<file path="src/hdl/i2rt_pkg.sv">
package i2rt_pkg;

   localparam int MAX_DIGITS_DEF    = 32;
   localparam int ALPHABET_CAP_DEF  = 64;
   localparam int NUM_CSR           = 8;
   localparam int CSR_INDEX_W       = 3;
   localparam int CSR_DATA_W        = 64;
   localparam int NUMBER_W          = 32;
   localparam int CHAR_W            = 8;
   localparam int SYMBOL_W          = 6;
   localparam int NUM_SYMBOLS       = 64;
   localparam int DIV_STEPS         = 32;
   localparam int DIV_STEP_W        = 5;

   localparam logic [CHAR_W-1:0] CHAR_NUL   = 8'h00;
   localparam logic [CHAR_W-1:0] CHAR_0     = 8'h30;
   localparam logic [CHAR_W-1:0] CHAR_9     = 8'h39;
   localparam logic [CHAR_W-1:0] CHAR_LC_A  = 8'h61;
   localparam logic [CHAR_W-1:0] CHAR_LC_Z  = 8'h7a;
   localparam logic [CHAR_W-1:0] CHAR_UC_A  = 8'h41;
   localparam logic [CHAR_W-1:0] CHAR_UC_Z  = 8'h5a;
   localparam logic [CHAR_W-1:0] CHAR_MINUS = 8'h2d;

   typedef enum logic [3:0] {
      ST_IDLE,
      ST_SCAN_RD,
      ST_SCAN_CHK,
      ST_DIV_STEP,
      ST_DIV_PUSH,
      ST_SIGN,
      ST_DIG_RD,
      ST_ALPHA_RD,
      ST_CHAR_LOAD
   } state_type;

   typedef struct packed {
      logic take_input;
      logic scan_start;
      logic scan_read;
      logic scan_check;
      logic div_start;
      logic div_step;
      logic digit_push;
      logic sign_load;
      logic digit_read;
      logic alpha_read;
      logic char_load;
   } cmd_type;

   typedef struct packed {
      logic scan_stop;
      logic scan_good;
      logic div_last;
      logic div_more;
      logic digit_last;
      logic negative;
      logic out_free;
   } status_type;

   function automatic logic is_alnum(input logic [CHAR_W-1:0] c);
      return (c >= CHAR_0 && c <= CHAR_9) || (c >= CHAR_LC_A && c <= CHAR_LC_Z) ||
             (c >= CHAR_UC_A && c <= CHAR_UC_Z);
   endfunction

   // dense code for an alphanumeric byte, 0..61
   function automatic logic [SYMBOL_W-1:0] symbol_code(input logic [CHAR_W-1:0] c);
      logic [CHAR_W-1:0] d;
      d = c - CHAR_0;
      if (c >= CHAR_LC_A) begin
         d = c - CHAR_LC_A + 8'd10;
      end else if (c >= CHAR_UC_A) begin
         d = c - CHAR_UC_A + 8'd36;
      end
      return d[SYMBOL_W-1:0];
   endfunction

endpackage

</file>
<file path="src/hdl/integer_to_radix_text.sv">
// channel  direction  signals                                   beat
// req      in         req_valid, req_ready, req_number          one signed integer
// rsp      out        rsp_valid, rsp_ready, rsp_character,      one text character
//                     rsp_final_char
// csr      in         csr_we, csr_index, csr_wdata              one alphabet register
//
// per number: alphabet scan, read and check per character, up to ALPHABET_CAPACITY
// characters; one pass of the one-bit-a-cycle divider per digit; then digit read,
// alphabet read and character load per character out, plus a sign if negative
// the next number is taken once the last character sits in the output register
// synchronous active-high reset clears the state machine, output valid and alphabet
// a stalled rsp side holds the controller in its sign or character load state
module integer_to_radix_text #(
   parameter int MAX_DIGITS        = i2rt_pkg::MAX_DIGITS_DEF,
   parameter int ALPHABET_CAPACITY = i2rt_pkg::ALPHABET_CAP_DEF
) (
   input  logic                                 clock,
   input  logic                                 reset,
   input  logic                                 req_valid,
   output logic                                 req_ready,
   input  logic signed [i2rt_pkg::NUMBER_W-1:0] req_number,
   output logic                                 rsp_valid,
   input  logic                                 rsp_ready,
   output logic [i2rt_pkg::CHAR_W-1:0]          rsp_character,
   output logic                                 rsp_final_char,
   input  logic                                 csr_we,
   input  logic [i2rt_pkg::CSR_INDEX_W-1:0]     csr_index,
   input  logic [i2rt_pkg::CSR_DATA_W-1:0]      csr_wdata
);
   import i2rt_pkg::*;

   cmd_type    cmd;
   status_type status;

   i2rt_ctrl u_ctrl (
      .clock     (clock),
      .reset     (reset),
      .req_valid (req_valid),
      .req_ready (req_ready),
      .status    (status),
      .cmd       (cmd)
   );

   i2rt_dpath #(
      .MAX_DIGITS        (MAX_DIGITS),
      .ALPHABET_CAPACITY (ALPHABET_CAPACITY)
   ) u_dpath (
      .clock          (clock),
      .reset          (reset),
      .csr_we         (csr_we),
      .csr_index      (csr_index),
      .csr_wdata      (csr_wdata),
      .req_number     (req_number),
      .cmd            (cmd),
      .status         (status),
      .rsp_valid      (rsp_valid),
      .rsp_ready      (rsp_ready),
      .rsp_character  (rsp_character),
      .rsp_final_char (rsp_final_char)
   );

endmodule

</file>
<file path="src/hdl/i2rt_ctrl.sv">
module i2rt_ctrl (
   input  logic                 clock,
   input  logic                 reset,
   input  logic                 req_valid,
   output logic                 req_ready,
   input  i2rt_pkg::status_type status,
   output i2rt_pkg::cmd_type    cmd
);
   import i2rt_pkg::*;

   state_type state_ff;
   state_type state_in;

   always_ff @(posedge clock) begin
      if (reset) begin
         state_ff <= ST_IDLE;
      end else begin
         state_ff <= state_in;
      end
   end

   always_comb begin
      state_in  = state_ff;
      cmd       = '0;
      req_ready = 1'b0;
      unique case (state_ff)
         ST_IDLE: begin
            req_ready = 1'b1;
            if (req_valid) begin
               cmd.take_input = 1'b1;
               cmd.scan_start = 1'b1;
               state_in       = ST_SCAN_RD;
            end
         end
         ST_SCAN_RD: begin
            cmd.scan_read = 1'b1;
            state_in      = ST_SCAN_CHK;
         end
         ST_SCAN_CHK: begin
            cmd.scan_check = 1'b1;
            if (status.scan_stop) begin
               if (status.scan_good) begin
                  cmd.div_start = 1'b1;
                  state_in      = ST_DIV_STEP;
               end else begin
                  state_in = ST_IDLE;
               end
            end else begin
               state_in = ST_SCAN_RD;
            end
         end
         ST_DIV_STEP: begin
            cmd.div_step = 1'b1;
            if (status.div_last) begin
               state_in = ST_DIV_PUSH;
            end
         end
         ST_DIV_PUSH: begin
            cmd.digit_push = 1'b1;
            if (status.div_more) begin
               cmd.div_start = 1'b1;
               state_in      = ST_DIV_STEP;
            end else if (status.negative) begin
               state_in = ST_SIGN;
            end else begin
               state_in = ST_DIG_RD;
            end
         end
         ST_SIGN: begin
            if (status.out_free) begin
               cmd.sign_load = 1'b1;
               state_in      = ST_DIG_RD;
            end
         end
         ST_DIG_RD: begin
            cmd.digit_read = 1'b1;
            state_in       = ST_ALPHA_RD;
         end
         ST_ALPHA_RD: begin
            cmd.alpha_read = 1'b1;
            state_in       = ST_CHAR_LOAD;
         end
         ST_CHAR_LOAD: begin
            if (status.out_free) begin
               cmd.char_load = 1'b1;
               state_in      = status.digit_last ? ST_IDLE : ST_DIG_RD;
            end
         end
         default: begin
            state_in = ST_IDLE;
         end
      endcase
   end

endmodule

</file>
<file path="src/hdl/i2rt_dpath.sv">
module i2rt_dpath #(
   parameter int MAX_DIGITS        = i2rt_pkg::MAX_DIGITS_DEF,
   parameter int ALPHABET_CAPACITY = i2rt_pkg::ALPHABET_CAP_DEF
) (
   input  logic                                   clock,
   input  logic                                   reset,
   input  logic                                   csr_we,
   input  logic [i2rt_pkg::CSR_INDEX_W-1:0]       csr_index,
   input  logic [i2rt_pkg::CSR_DATA_W-1:0]        csr_wdata,
   input  logic signed [i2rt_pkg::NUMBER_W-1:0]   req_number,
   input  i2rt_pkg::cmd_type                      cmd,
   output i2rt_pkg::status_type                   status,
   output logic                                   rsp_valid,
   input  logic                                   rsp_ready,
   output logic [i2rt_pkg::CHAR_W-1:0]            rsp_character,
   output logic                                   rsp_final_char
);
   import i2rt_pkg::*;

   localparam int CW = $clog2(MAX_DIGITS + 1);
   localparam int AW = $clog2(MAX_DIGITS);
   localparam int PW = $clog2(ALPHABET_CAPACITY + 1);

   logic [CSR_DATA_W-1:0] alpha_ff [NUM_CSR];
   logic [CSR_DATA_W-1:0] row_ff;
   logic [NUM_SYMBOLS-1:0] seen_ff;
   logic [PW-1:0]         pos_ff;
   logic [SYMBOL_W:0]     radix_ff;
   logic                  neg_ff;
   logic [NUMBER_W-1:0]   mag_ff;
   logic [SYMBOL_W-1:0]   rem_ff;
   logic [DIV_STEP_W-1:0] step_ff;
   logic [CW-1:0]         cnt_ff;
   logic [SYMBOL_W-1:0]   store_mem [MAX_DIGITS];
   logic [SYMBOL_W-1:0]   dig_ff;
   logic                  last_ff;
   logic                  out_valid_ff;
   logic [CHAR_W-1:0]     out_char_ff;
   logic                  out_final_ff;

   logic [5:0]            scan_addr;
   logic [CHAR_W-1:0]     scan_char;
   logic                  scan_alnum;
   logic [SYMBOL_W-1:0]   scan_code;
   logic                  scan_dup;
   logic [PW-1:0]         pos_in;
   logic [SYMBOL_W:0]     trial;
   logic                  trial_ge;
   logic [CW:0]           cnt_next;
   logic [CW-1:0]         cnt_prev;
   logic                  out_free;

   assign scan_addr  = 6'(pos_ff);
   assign scan_char  = row_ff[{scan_addr[2:0], 3'b000} +: CHAR_W];
   assign scan_alnum = is_alnum(scan_char);
   assign scan_code  = symbol_code(scan_char);
   assign scan_dup   = scan_alnum && seen_ff[scan_code];
   assign pos_in     = pos_ff + 1'b1;

   assign trial    = {rem_ff, mag_ff[NUMBER_W-1]};
   assign trial_ge = trial >= radix_ff;
   assign cnt_next = {1'b0, cnt_ff} + 1'b1;
   assign cnt_prev = cnt_ff - 1'b1;
   assign out_free = !out_valid_ff || rsp_ready;

   always_comb begin
      status            = '0;
      status.scan_stop  = (scan_char == CHAR_NUL) || !scan_alnum || scan_dup ||
                          (pos_in == PW'(ALPHABET_CAPACITY));
      status.scan_good  = (scan_char == CHAR_NUL) ? (pos_ff >= PW'(2))
                                                  : (scan_alnum && !scan_dup);
      status.div_last   = step_ff == DIV_STEP_W'(DIV_STEPS - 1);
      status.div_more   = (mag_ff != '0) && (cnt_next < (CW + 1)'(MAX_DIGITS));
      status.digit_last = last_ff;
      status.negative   = neg_ff;
      status.out_free   = out_free;
   end

   // alphabet registers
   always_ff @(posedge clock) begin
      if (reset) begin
         for (int i = 0; i < NUM_CSR; i++) begin
            alpha_ff[i] <= '0;
         end
      end else if (csr_we) begin
         alpha_ff[csr_index] <= csr_wdata;
      end
   end

   // alphabet scan and row fetch
   always_ff @(posedge clock) begin
      if (cmd.scan_start) begin
         pos_ff  <= '0;
         seen_ff <= '0;
      end
      if (cmd.scan_read) begin
         row_ff <= alpha_ff[scan_addr[5:3]];
      end
      if (cmd.alpha_read) begin
         row_ff <= alpha_ff[dig_ff[5:3]];
      end
      if (cmd.scan_check) begin
         pos_ff <= pos_in;
         if (scan_alnum) begin
            seen_ff[scan_code] <= 1'b1;
         end
         radix_ff <= (scan_char == CHAR_NUL) ? (SYMBOL_W + 1)'(pos_ff)
                                             : (SYMBOL_W + 1)'(pos_in);
      end
   end

   // bit-serial restoring division and digit store
   always_ff @(posedge clock) begin
      if (cmd.take_input) begin
         neg_ff <= req_number[NUMBER_W-1];
         mag_ff <= req_number[NUMBER_W-1] ? (~req_number + 1'b1) : req_number;
         cnt_ff <= '0;
      end
      if (cmd.div_start) begin
         step_ff <= '0;
         rem_ff  <= '0;
      end
      if (cmd.div_step) begin
         step_ff <= step_ff + 1'b1;
         rem_ff  <= trial_ge ? SYMBOL_W'(trial - radix_ff) : trial[SYMBOL_W-1:0];
         mag_ff  <= {mag_ff[NUMBER_W-2:0], trial_ge};
      end
      if (cmd.digit_push) begin
         store_mem[cnt_ff[AW-1:0]] <= rem_ff;
         cnt_ff                    <= cnt_next[CW-1:0];
      end
      if (cmd.digit_read) begin
         dig_ff  <= store_mem[cnt_prev[AW-1:0]];
         last_ff <= cnt_ff == CW'(1);
         cnt_ff  <= cnt_prev;
      end
   end

   // output register
   always_ff @(posedge clock) begin
      if (reset) begin
         out_valid_ff <= 1'b0;
      end else if (cmd.sign_load || cmd.char_load) begin
         out_valid_ff <= 1'b1;
      end else if (rsp_ready) begin
         out_valid_ff <= 1'b0;
      end
   end

   always_ff @(posedge clock) begin
      if (cmd.sign_load) begin
         out_char_ff  <= CHAR_MINUS;
         out_final_ff <= 1'b0;
      end else if (cmd.char_load) begin
         out_char_ff  <= row_ff[{dig_ff[2:0], 3'b000} +: CHAR_W];
         out_final_ff <= last_ff;
      end
   end

   assign rsp_valid      = out_valid_ff;
   assign rsp_character  = out_char_ff;
   assign rsp_final_char = out_final_ff;

endmodule
</file>
<file path="config.mk">
export PLATFORM = sky130hd
export DESIGN_NAME = integer_to_radix_text
export DESIGN_NICKNAME = d
export VERILOG_FILES = /design/src/hdl/i2rt_pkg.sv /design/src/hdl/integer_to_radix_text.sv /design/src/hdl/i2rt_ctrl.sv /design/src/hdl/i2rt_dpath.sv
export SDC_FILE = /design/constraint.sdc
export NUM_CORES = 2
export LEC_CHECK = 0
export ABC_AREA = 1
export BUFFER_PORTS_ARGS = -buffer_cell sky130_fd_sc_hd__buf_4
export CAP_MARGIN = 10
export CORE_UTILIZATION = 63
export DETAILED_ROUTE_END_ITERATION = 16
export GPL_TIMING_DRIVEN = 0
export MAX_ROUTING_LAYER = met4
export PLACE_DENSITY = 0.8
export SYNTH_ARGS = -nofsm -noshare
export SYNTH_HDL_FRONTEND = slang
export SYNTH_HIERARCHICAL = 1
export SYNTH_SLANG_ARGS = --single-unit
export TNS_END_PERCENT = 1
</file>
<file path="constraint.sdc">
create_clock -name clock -period 5.2 [get_ports clock]
set_input_delay 0.26 -clock clock [delete_from_list [all_inputs] [get_ports clock]]
set_output_delay 0.26 -clock clock [all_outputs]
set_load 0.05 [all_outputs]
</file>
=== Yosys cells after proc, flatten, opt, wreduce, memory -nomap -nowiden ===
Memory sizes are Yosys's and may differ from the RTL's. A register that Yosys moved wholly into a read port is not among the register bits.
Index checks and enable logic that the tools add are counted.

* Bits in latches: 0
* Memories kept: 2
* Bits of input ports: 104
* Output and inout bits: 11
* Register bits: 207
* ROM bits: 0
* Logic and storage cells: 150
* RAM bits: 704

{| class="wikitable"
|+ Memory list
! memory !! words !! width !! read ports !! clocked after Yosys merged registers in !! wr ports !! RTL line !! text
|-
| u_dpath.alpha_ff || 8 || 64 || 2 || 1 || 8 || i2rt_dpath.sv:24 || <nowiki>logic [CSR_DATA_W-1:0] alpha_ff [NUM_CSR];</nowiki>
|-
| u_dpath.store_mem || 32 || 6 || 1 || 1 || 1 || i2rt_dpath.sv:34 || <nowiki>logic [SYMBOL_W-1:0] store_mem [MAX_DIGITS];</nowiki>
|}

* Divide/modulo/power cells: 0
* Equality and inequality tests: 15
* Bitwise operators: 2
* Multiply operators: 0
* Add/sub/neg operators: 11
* Magnitude comparators: 11
* Shifts and indexed selects: 2
* Reduce and logical (&&, ||, !) cells: 28
* Mux-type cells: 65

{| class="wikitable"
|+ Operators with widths
! operator !! count
|-
| 64-bit two-way mux || 6
|-
| 64-bit by 7-bit variable part select with 8-bit output || 2
|-
| 32-bit two-way mux || 3
|-
| 64-bit OR || 1
|-
| 64-bit OR reduction || 1
|-
| 6-bit two-way mux || 8
|-
| 4-bit one-hot mux with 9 select lines || 1
|-
| 32-bit by 1-bit adder with 32-bit output (second input constant) || 1
|-
| 32-bit NOT || 1
|-
| 32-bit nonzero test || 1
|-
| 1-bit two-way mux || 26
|-
| 7-bit two-way mux || 3
|-
| 4-bit two-way mux || 5
|-
| 4-bit by 3-bit == test with 1-bit output (second input constant) || 4
|-
| 8-bit by 7-bit greater-or-equal comparator with 1-bit output (second input constant) || 2
|-
| 8-bit by 7-bit <= comparator with 1-bit output (second input constant) || 2
|-
| 3-bit two-way mux || 4
|-
| 6-bit by 1-bit subtractor with 6-bit output (second input constant) || 2
|-
| 6-bit subtractor (second input constant) || 2
|-
| 5-bit two-way mux || 2
|-
| 2-bit nonzero test || 5
|-
| 4-bit by 2-bit == test with 1-bit output (second input constant) || 2
|-
| 8-bit by 6-bit greater-or-equal comparator with 1-bit output (second input constant) || 1
|-
| 8-bit by 6-bit <= comparator with 1-bit output (second input constant) || 1
|-
| other kinds (29) || 48
|}

=== Longest topological paths before layout ===
* Depth after elaboration: 16
* Gate-level depth with buffers: 36
* Depth with buffers taken out: 34

=== Hierarchy ===
The synthesis kept the hierarchy.

{| class="wikitable"
|+ By module, submodules not included
! module !! times used !! cells each !! area each (um^2) !! sequential area each (um^2)
|-
| i2rt_dpath || 1 || 4890 || 45763.9 || 26735.6
|-
| i2rt_ctrl || 1 || 80 || 420.4 || 80.1
|}

=== Worst setup path after synthesis ===
Ideal clock, no wire load.

* Kind: reg-to-reg
* Start point: reg u_dpath.pos_ff[0]
* End point: reg u_dpath.rem_ff[0] (enable)
* Data required time: 4.921 ns
* Slack: 1.187 ns
* Clock period less this slack: 4.013 ns
* Data arrival time: 3.735 ns
* Buffers on the path: 4
* Cell stages (with the launch flop): 31
* Library setup time: 0.279 ns
* Cell sequence: edfxtp_1 buf_4 buf_6 buf_6 o21ai_1 nand2_1 nand2_1 nand2_2 inv_2 ha_1 inv_1 nor2_1 nand3_4 nand2_4 nand2_4 o21bai_4 nand2_4 buf_6 nand2_1 nand2_1 nand2_1 nand2_1 o21bai_1 nand2_1 nor2_1 nand4_1 nand2_1 inv_1 nand3_1 o21ai_0 or2_2

{| class="wikitable"
|+ RTL lines
! item !! RTL line !! text
|-
| start, declared || i2rt_dpath.sv:27 || <nowiki>logic [PW-1:0] pos_ff;</nowiki>
|-
| start signal, assigned || i2rt_dpath.sv:103 || <nowiki>pos_ff <= pos_in;</nowiki>
|-
| end signal, assigned || i2rt_dpath.sv:125 || <nowiki>rem_ff <= trial_ge ? SYMBOL_W'(trial - radix_ff) : trial[SYMBOL_W-1:0];</nowiki>
|-
| end, declared || i2rt_dpath.sv:31 || <nowiki>logic [SYMBOL_W-1:0] rem_ff;</nowiki>
|}

==> impl_results.md <==
* Status: complete, but fails checks
* Violated checks: negative setup slack
* Slowest-stage cell, CP: clkbuf_1
* FF/Latch Area at 0.0268 sq mm
* Area Overhead vs Synth at 12.7%
* Largest net degree at the start of global routing at 51
* Post-synth EDFFs at 839
* Synthesized area per cell at 9.29 sq um
* Peak per-stage delay on the critical path at 1.03 ns
* Share of cells above drive strength 1 at 0.0670
* Number of buffers created by CTS at 94
* Nature of the critical path endpoint: flip-flop
* VDD IR max at 481 uV
* Fillcell total at 5,257
* Seq cells post-synth at 920
* CTS Root Cell: clkbuf_16
* Chip Height at 273 um
* Crit path required time at between 5 and 6 ns
* Commonest non-fill, non-tap cells in the layout: nor2_1, edfxtp_1, o21ai_0
* Initial drt markers at 7,062
* Area after DPL at 0.0486 sq mm
* Critical Path Fanout Max at 10
* Placeable core area at approximately 0.072 sq mm
* Number of global-route vias before repair at 38,200
* Clock transition at path regs at 0.06 ns
* GPL Wtd Cong at 1.00
* Max Freq at around 190 MHz
* CTS tree: yes
* Post-Synth Adder-Cell Area at 0.00748
* Sink Count at 920
* Post-route ant nets at 0
* Largest delay share family, worst path: buffers and inverters
* Ys async rst share at 0
* Fin. max-slew vios at 0
* Synthesized instance count at 4,970
* Critical path launch point type: flip-flop
* Ys Warns at 6
* Ports at approximately 120
* Leak Pwr at 19.6 nW
* Die area at 0.0744 sq mm
* Die W at 273 um
* Rel. slew slack at 0.0793
* RSZ-0062 raised after global routing: false
* Via density at 6.54
* Fin. Hold Viols at 0
* Clk_lat worst skew at approximately 0.67 ns
* Sequential area share after synthesis at 0.581
* Minimum clock period after layout at 5.25 ns
* Total GRT Usage at 0.427
* Initial Utilization at 0.642
* Port bufs at ~110
* Global route overflow at 0
* WL final at around 160 mm
* Final period util at 1.01
* Synthesized area at 0.0462 sq mm
* Utilization after layout at 0.723
* Rows at 98
* Final nets at roughly 5,400
* Top_reg_cell synth: edfxtp_1
* Max clock buf depth at 3
* Residual DRC at 0
* Cell Pwr Density at 505 mW/mm^2
* Final setup vio count at 1
* Footprint of the multi-input gates at 0.0164 sq mm
* Critical path type: flip-flop to flip-flop
* Largest family of logic cells by synthesized area: compound AO/OA/AOI/OAI gates
* Post-synthesis compound-gate area fraction at 0.181
* Post-synthesis net count at 5,101
* Commonest non-fill, non-tap cell in the layout: nor2_1
* Multiplexer area fraction after synthesis at 0.0178
* Worst R2R Setup Slack at -0.05 ns
* HP Class: input port to flip-flop
* Setup ws final at -0.0507 ns
* H-tree lvl count at 3
* Post-synthesis xor/xnor area fraction at 0.00607
* Global-route wire length before repair at 229 mm
* WL/cell at 25.1 um
* Final hold slack at between 0.02 and 0.025 ns
* Post-Synth Simple-Gate Area at 0.142
* Via count at 41,000
* Worst Path Buf+Inv at 4
* Worst-Margin Slew at 1.38 ns
* Crit-path cells: clkbuf_1 -> clkbuf_1 -> clkbuf_1 -> clkbuf_1 -> a21oi_1 -> o21ai_0 -> o21ai_0 -> o221ai_1 -> nand2_1
* Finished Cell Area at 0.0521 sq mm
* Hpwl dp at 106 mm
* Critical Path Most Common Cell: clkbuf_1
* TritonRoute pass-1 iters at 9
* Synth unique cells at 51
* Initial antenna violation count at 11
* Max-cap violations at 0
* Layout Skew at roughly 0.031 ns
* Arrival @ worst endpoint at around 5.5 ns
==> kinds of logic (layout without fill, tap and decap cells) <==
group / Yosys count / after routing
other: 0 / 11
AND/OR/NAND/NOR: 1636 / 1636
AO/OA/AOI/OAI: 1488 / 1488
buffers and inverters: 785 / 1117
multiplexers: 82 / 82
XOR/XNOR: 32 / 32
flip-flops: 920 / 920
adder cells (fa/ha/maj): 27 / 27
==> metal layers <==
metal,wire length (um),track usage,up-vias
met3,22100,0.113,739
met5,0,-,-
li1,-,-,17900
met2,71700,0.661,3426
met1,53200,0.511,18900
met4,9930,0.233,0
==> cell usage after synthesis, types with 4 or more instances <==
| master | instances | area, sq um |
|---|---|---|
| nand2_1 | 591 | 2220 |
| nand2_2 | 13 | 81.3 |
| inv_1 | 419 | 1570 |
| dfxtp_1 | 81 | 1620 |
| o31ai_1 | 4 | 30.0 |
| inv_2 | 11 | 41.3 |
| nand3_1 | 117 | 586 |
| nand4_1 | 10 | 62.6 |
| nor2_1 | 857 | 3220 |
| o21ai_0 | 749 | 3750 |
| xor2_1 | 21 | 184 |
| nor3_1 | 11 | 55.1 |
| o22ai_1 | 14 | 87.6 |
| o221ai_1 | 134 | 1170 |
| o21ai_1 | 31 | 155 |
| ha_1 | 26 | 325 |
| clkbuf_1 | 274 | 1030 |
| nand2_4 | 6 | 67.6 |
| xnor2_1 | 11 | 96.3 |
| mux2i_1 | 82 | 821 |
| buf_1 | 49 | 184 |
| o32ai_1 | 31 | 272 |
| buf_6 | 6 | 67.6 |
| edfxtp_1 | 839 | 25200 |
| or2_2 | 5 | 31.3 |
| a31oi_1 | 7 | 43.8 |
| buf_2 | 10 | 50.1 |
| o211ai_1 | 55 | 413 |
| nor4_1 | 14 | 87.6 |
| clkinv_1 | 5 | 18.8 |
| a21oi_1 | 446 | 2230 |
| o311ai_0 | 4 | 35.0 |
| buf_4 | 10 | 75.1 |
==> layout make-up <==
type / instances / share of cell area
Multi-Input combinational cell: 3265 / 0.315
Antenna cell: 11 / 0.000529
Buffer: 348 / 0.0269
Tap cell: 950 / 0.0228
Clock inverter: 45 / 0.00805
Timing Repair Buffer: 163 / 0.0305
Sequential cell: 920 / 0.515
Clock buffer: 125 / 0.0494
Inverter: 436 / 0.0315
==> report_power, final <==
group | switching (W) | internal (W)
Sequential | 0.000455 | 0.00913
Clock | 0.00285 | 0.00381
Combinational | 0.00736 | 0.00269
Total | 0.0107 | 0.0156
==> per-stage QoR <==
step	cells	setup WS (ns)	setup TNS [ns]	total power, W
6_report	6263	-0.0507	-0.0507	0.0263
5_1_grt	6261	0.0210	0	0.0273
4_1_cts	6246	0.248	0	0.0257
3_5_place_dp	6047	0.289	0	0.0191
3_3_place_gp	6034	-0.862	-356.28	0.0189
2_1_floorplan	4970	1.19	0	0.0157
==> sequential cells by signal (all words and copies together) (netlist names), 4 cells and up, named ones only <==
register and count:
u_ctrl/state_ff 4, u_dpath/alpha_ff 512, u_dpath/cnt_ff 6, u_dpath/dig_ff 6, u_dpath/mag_ff 32, u_dpath/pos_ff 7
u_dpath/radix_ff 7, u_dpath/rem_ff 6, u_dpath/row_ff 64, u_dpath/rsp_character 8, u_dpath/seen_ff 64, u_dpath/step_ff 5
u_dpath/store_mem 192
==> worst register-to-register path: cells and delay by family (launching register included) <==
kind                   cells  cell delay [ns]
AO/OA/AOI/OAI              4             0.60
buffers and inverters      4             3.11
flip-flops                 1             0.80
AND/OR/NAND/NOR            1             0.37
==> repair_timing <==
| item | CTS | global route |
|---|---|---|
| hold endpoints to repair | 74 | 0 |
| hold buffers | 29 | 0 |
| endpoints found under the setup margin | 0 | 11 |
| buffers inserted | 0 | 3 |
| resized for setup | 0 | 5 |
==> worst paths after layout <==
path,startpoint,endpoint,depth (start not counted)
worst max register to register,flip-flop,u_dpath/row_ff[40],9
worst min-delay path,csr_wdata[57],u_dpath/alpha_ff[6][57],3
worst max-delay path,flip-flop,u_dpath/row_ff[40],9
worst min register to register,u_dpath/seen_ff[48],u_dpath/seen_ff[48],2
Note: power is estimated with default switching activity, not from simulation.
